==> config.mk <==
export PLATFORM = sky130hd
export DESIGN_NAME = ebe_sgs_ctrl
export DESIGN_NICKNAME = d
export VERILOG_FILES = /design/src/rtl/ebe_sgs_pkg.sv /design/src/rtl/ebe_sgs_ctrl.sv
export SDC_FILE = /design/constraint.sdc
export NUM_CORES = 1
export LEC_CHECK = 0
export ABC_CLOCK_PERIOD_IN_PS = 2000
export BUFFER_PORTS_ARGS = -buffer_cell sky130_fd_sc_hd__buf_4
export CAP_MARGIN = 30
export CORE_UTILIZATION = 28
export CTS_BUF_LIST = sky130_fd_sc_hd__clkbuf_2 sky130_fd_sc_hd__clkbuf_4 sky130_fd_sc_hd__clkbuf_8
export DETAILED_ROUTE_END_ITERATION = 6
export GPL_TIMING_DRIVEN = 0
export PLACE_DENSITY = 0.63
export SLEW_MARGIN = 20
export SYNTH_ARGS = -nofsm -noshare
export SYNTH_HDL_FRONTEND = slang
export SYNTH_SLANG_ARGS = --single-unit
==> constraint.sdc <==
create_clock -name clk -period 2 [get_ports clk]
set_clock_uncertainty 0.2 [all_clocks]
set_input_delay 0.4 -clock clk [delete_from_list [all_inputs] [get_ports clk]]
set_output_delay 0.4 -clock clk [all_outputs]
set_load 0.05 [all_outputs]
==> src/rtl/ebe_sgs_pkg.sv <==
`timescale 1ns / 1ps

package ebe_sgs_pkg;

  localparam int IDX_W             = 12;
  localparam int DATA_W            = 32;
  localparam int VECTOR_DEPTH_DEF  = 4096;
  localparam int PADDR_W           = 3;

  localparam logic [PADDR_W-1:0] REG_NUM_EQ_ADDR  = 3'd0;
  localparam logic [IDX_W-1:0]   NUM_EQ_RESET     = 12'd4095;

  typedef enum logic [1:0] {
    KIND_LOAD     = 2'd0,
    KIND_FORWARD  = 2'd1,
    KIND_BACKWARD = 2'd2,
    KIND_READ     = 2'd3
  } kind_t;

  typedef enum logic [1:0] {
    NODE_A = 2'd0,
    NODE_B = 2'd1,
    NODE_C = 2'd2
  } node_t;

  typedef enum logic [1:0] {
    MUL_FIRST  = 2'd0,
    MUL_SECOND = 2'd1,
    MUL_THIRD  = 2'd2
  } mul_t;

  typedef enum logic [1:0] {
    WR_LOAD   = 2'd0,
    WR_FIRST  = 2'd1,
    WR_SECOND = 2'd2
  } wr_t;

  typedef enum logic [4:0] {
    ST_IDLE,
    ST_SLOT_A,
    ST_SLOT_B,
    ST_SLOT_C,
    ST_GATHER_A,
    ST_GATHER_B,
    ST_GATHER_C,
    ST_CAPTURE_C,
    ST_MUL_1,
    ST_UPD_1,
    ST_MUL_2,
    ST_MUL_3,
    ST_UPD_2,
    ST_WRITE_1,
    ST_WRITE_2,
    ST_LOAD_WR,
    ST_READ,
    ST_EMIT
  } state_t;

  typedef struct packed {
    logic       load_in;
    node_t      slot_node;
    logic [2:0] slot_latch;
    logic       rd_en;
    node_t      rd_node;
    logic [2:0] cap;
    logic       mul_en;
    mul_t       mul_op;
    logic       upd_first;
    logic       upd_acc;
    logic       upd_last;
    logic       wr_en;
    wr_t        wr_op;
    logic       emit;
  } cmd_t;

  typedef struct packed {
    kind_t kind;
  } status_t;

endpackage

==> src/rtl/ebe_sgs_ctrl.sv <==
`timescale 1ns / 1ps

module ebe_sgs_ctrl import ebe_sgs_pkg::*; (
  input  logic    clk,
  input  logic    rst_n,
  input  logic    start,
  input  status_t status,
  output logic    busy,
  output cmd_t    cmd
);

  state_t state_r, state_nxt;

  always_ff @(posedge clk) begin
    if (!rst_n) begin
      state_r <= ST_IDLE;
    end else begin
      state_r <= state_nxt;
    end
  end

  assign busy = (state_r != ST_IDLE);

  always_comb begin
    state_nxt      = state_r;
    cmd            = '0;
    cmd.slot_node  = NODE_A;
    cmd.rd_node    = NODE_A;
    cmd.mul_op     = MUL_FIRST;
    cmd.wr_op      = WR_LOAD;
    unique case (state_r)
      ST_IDLE: begin
        cmd.load_in = start;
        if (start) state_nxt = ST_SLOT_A;
      end
      ST_SLOT_A: begin
        cmd.slot_node = NODE_A;
        state_nxt     = ST_SLOT_B;
      end
      ST_SLOT_B: begin
        cmd.slot_node = NODE_B;
        state_nxt     = ST_SLOT_C;
      end
      ST_SLOT_C: begin
        cmd.slot_node  = NODE_C;
        cmd.slot_latch = 3'b001;
        unique case (status.kind)
          KIND_LOAD: state_nxt = ST_LOAD_WR;
          KIND_READ: state_nxt = ST_READ;
          default:   state_nxt = ST_GATHER_A;
        endcase
      end
      ST_GATHER_A: begin
        cmd.slot_latch = 3'b010;
        cmd.rd_en      = 1'b1;
        cmd.rd_node    = NODE_A;
        state_nxt      = ST_GATHER_B;
      end
      ST_GATHER_B: begin
        cmd.slot_latch = 3'b100;
        cmd.rd_en      = 1'b1;
        cmd.rd_node    = NODE_B;
        cmd.cap        = 3'b001;
        state_nxt      = ST_GATHER_C;
      end
      ST_GATHER_C: begin
        cmd.rd_en   = 1'b1;
        cmd.rd_node = NODE_C;
        cmd.cap     = 3'b010;
        state_nxt   = ST_CAPTURE_C;
      end
      ST_CAPTURE_C: begin
        cmd.cap   = 3'b100;
        state_nxt = ST_MUL_1;
      end
      ST_MUL_1: begin
        cmd.mul_en = 1'b1;
        cmd.mul_op = MUL_FIRST;
        state_nxt  = ST_UPD_1;
      end
      ST_UPD_1: begin
        cmd.upd_first = 1'b1;
        state_nxt     = ST_MUL_2;
      end
      ST_MUL_2: begin
        cmd.mul_en = 1'b1;
        cmd.mul_op = MUL_SECOND;
        state_nxt  = ST_MUL_3;
      end
      ST_MUL_3: begin
        cmd.upd_acc = 1'b1;
        cmd.mul_en  = 1'b1;
        cmd.mul_op  = MUL_THIRD;
        state_nxt   = ST_UPD_2;
      end
      ST_UPD_2: begin
        cmd.upd_last = 1'b1;
        state_nxt    = ST_WRITE_1;
      end
      ST_WRITE_1: begin
        cmd.wr_en = 1'b1;
        cmd.wr_op = WR_FIRST;
        state_nxt = ST_WRITE_2;
      end
      ST_WRITE_2: begin
        cmd.wr_en = 1'b1;
        cmd.wr_op = WR_SECOND;
        state_nxt = ST_IDLE;
      end
      ST_LOAD_WR: begin
        cmd.wr_en = 1'b1;
        cmd.wr_op = WR_LOAD;
        state_nxt = ST_IDLE;
      end
      ST_READ: begin
        cmd.rd_en   = 1'b1;
        cmd.rd_node = NODE_A;
        state_nxt   = ST_EMIT;
      end
      ST_EMIT: begin
        cmd.emit  = 1'b1;
        state_nxt = ST_IDLE;
      end
      default: begin
        state_nxt = ST_IDLE;
      end
    endcase
  end

endmodule

==> flow_summary.ini <==
[cts]
cts_buffers = 3
htreeDepth = 1
path_clk_slew_ps = 40
cts.sinks = 5
clock_path_buffers = 2
cts_root_buffer = clkbuf_4
clk_latency_ps = 230
cts_tree = done

[sta]
timing.final.crit_share_pct = 99.8
relSlewSlack_pct = 78.5
period_needed_ps = 2000
drv_slew = 0
grt_setup_unrepaired = true
finalSetupViolations = 0
fmax_mhz = 501
hold_viol = 0
tightest_slew_ps = 322

[synthesis]
synth_edf_count = 0
synth_nets = 81
synth_area_leaders = dfxtp_1, nor2_1, nand2_1
synthCells = 76
ys.flop_type = dfxtp_1
yosys_warnings = 0
ys_async_sr_fraction_pct = 0
yosysUniqueCellTypes = 30
syn_area_um2 = 490
ys_ff_latch = 5
avgSynthCellArea_um2 = 6.45
yosys.area.top_type = dfxtp_1
ys_seq_area_share_pct = 20.4
synth_top_area_share_pct = 20.4
synth_most_common_cell = nor2_1
yosys-top-cells-count = nor2_1, nand2_1, dfxtp_1, nor3_1, a21oi_1

[setup_path]
cp-start-kind = flop
endpoint_kind = output pin
crit_type = flop to output pin
worstPathRequired_ps = 1400
crit_fanout = 4
arrival_ps = 1400

[die]
start_util_pct = 31.1
rows = 14
die_x_um = 43.9
core-area_mm2 = 0.00158
pin_count = 28
die_y_um = 43.9
fp.dieArea_mm2 = 0.00192

[pwr]
power_frac_clock_pct = 28.0
finalPower_mw = 0.447
cellLeakagePower_nw = 0.386
p_int_mw = 0.271
power.share.switching_pct = 39.5
pwr-share-comb_pct = 46.4
p_seq_share_pct = 25.5
pwr_density_cell_mw_per_mm2 = 473
ir_drop_mv = 0.392
p_switching_mw = 0.176

[detailed_routing]
vias = 632
drt_pre_antenna_iters = 7
final_antenna_net_count = 0
drc = 2
dr.first_iter.drc_count = 8
vias_per_cell = 4.98
post_drt_wl_per_cell_um = 11.1
wl_um = 1410

[finish]
drive_gt1_share_pct = 62.2
nNetsFinal = 117
antennaDiodeCount = 0
top_register = state_r
fin_cells = 127
areaGrowthSynthToFinish_pct = 92.6
fin_util_pct = 59.9
largest_register_ffs = 5
biggestRegsByFlops = state_r: 5 flops

[global_routing]
grt_pass1_vias = 547
grt_max_degree = 11
grt.overflow.total = 0
track_usage_pct = 16.2
grt_pass1_wl_um = 2360
antenna_found_initial = 0

[placed_design]
io_buffers = 27
place.gp.congestion = 0.749
detailed_place_hpwl_um = 1070
post-place-cells = 119

[min_path]
min_path_type = input pin to flop

[status]
outcome = finished with violations
violations = DRC

[flow_run]
cap_violations = 0
## cell type report
class,count,area (um^2)
fill,154,632
multi-input combinational,62,423
timing repair buffer,31,285
sequential,5,105
buffer,7,73.8
clock buffer,4,30.0
tap,16,20.0
inverter,2,7.51
## worst paths after layout
path / startpoint / end / slack (ps) / depth (start not counted)
setup / recovery: state_r[2] / cmd[20] / 4 / 4
hold / removal: status[1] / state_r[4] / 220 / 3
setup reg to reg: state_r[2] / state_r[1] / 490 / 5
hold reg to reg: state_r[1] / state_r[4] / 440 / 3
## per-stage QoR
step           setup WS [ps]  area, um^2  hold slack, ps  setup TNS [ps]
6_report                4.06         945             225               0
5_1_grt                -49.0         945             222            -260
4_1_cts                -4.46         878             220           -4.46
3_5_place_dp            80.8         776             445               0
3_3_place_gp            83.7         776             433               0
2_1_floorplan           -149         553             331            -414
## metal layers
metal | routed length, um | vias to the layer above | GRT usage (%)
li1 | - | 328 | -
met1 | 623 | 282 | 20.1
met3 | 91 | 0 | 2.92
met2 | 698 | 22 | 27.2
met5 | 0 | - | 0
met4 | 0 | 0 | 7.27
## cell usage in the layout (no fill, tap or decap), types with 3 or more instances in the layout
master	instances
a21oi_1	4
nor2_1	11
nor2_2	6
buf_6	14
clkbuf_4	4
dfxtp_2	4
buf_4	21
nand2_1	7
nand2_2	3
nor3_2	3
## cell families after synthesis
group	after synthesis	synth area share [%]
simple gates	46	46.7
compound gates	16	23.0
buf+inv	9	9.95
flops	5	20.4
## worst max-delay path, stage by stage, from the launching register on
cell and delay, ps:
dfxtp_2 330, or3b_4 450, nor2_4 140, buf_6 110, buf_8 130
## power groups by stage
stage	sequential, mW	combinational (mW)	clock, mW
floorplan	0.112	0.142	0
global placement	0.113	0.188	0
detailed placement	0.114	0.188	0
CTS	0.113	0.200	0.131
global route	0.115	0.223	0.140
finish	0.114	0.208	0.125
## timing repair
action,in CTS,in global routing
endpoints found under the setup margin,18,17
setup buffers,1,3
pin swaps,2,1
gates resized for setup,20,14
hold buffers,0,0
(Power assumes the default switching activity.)
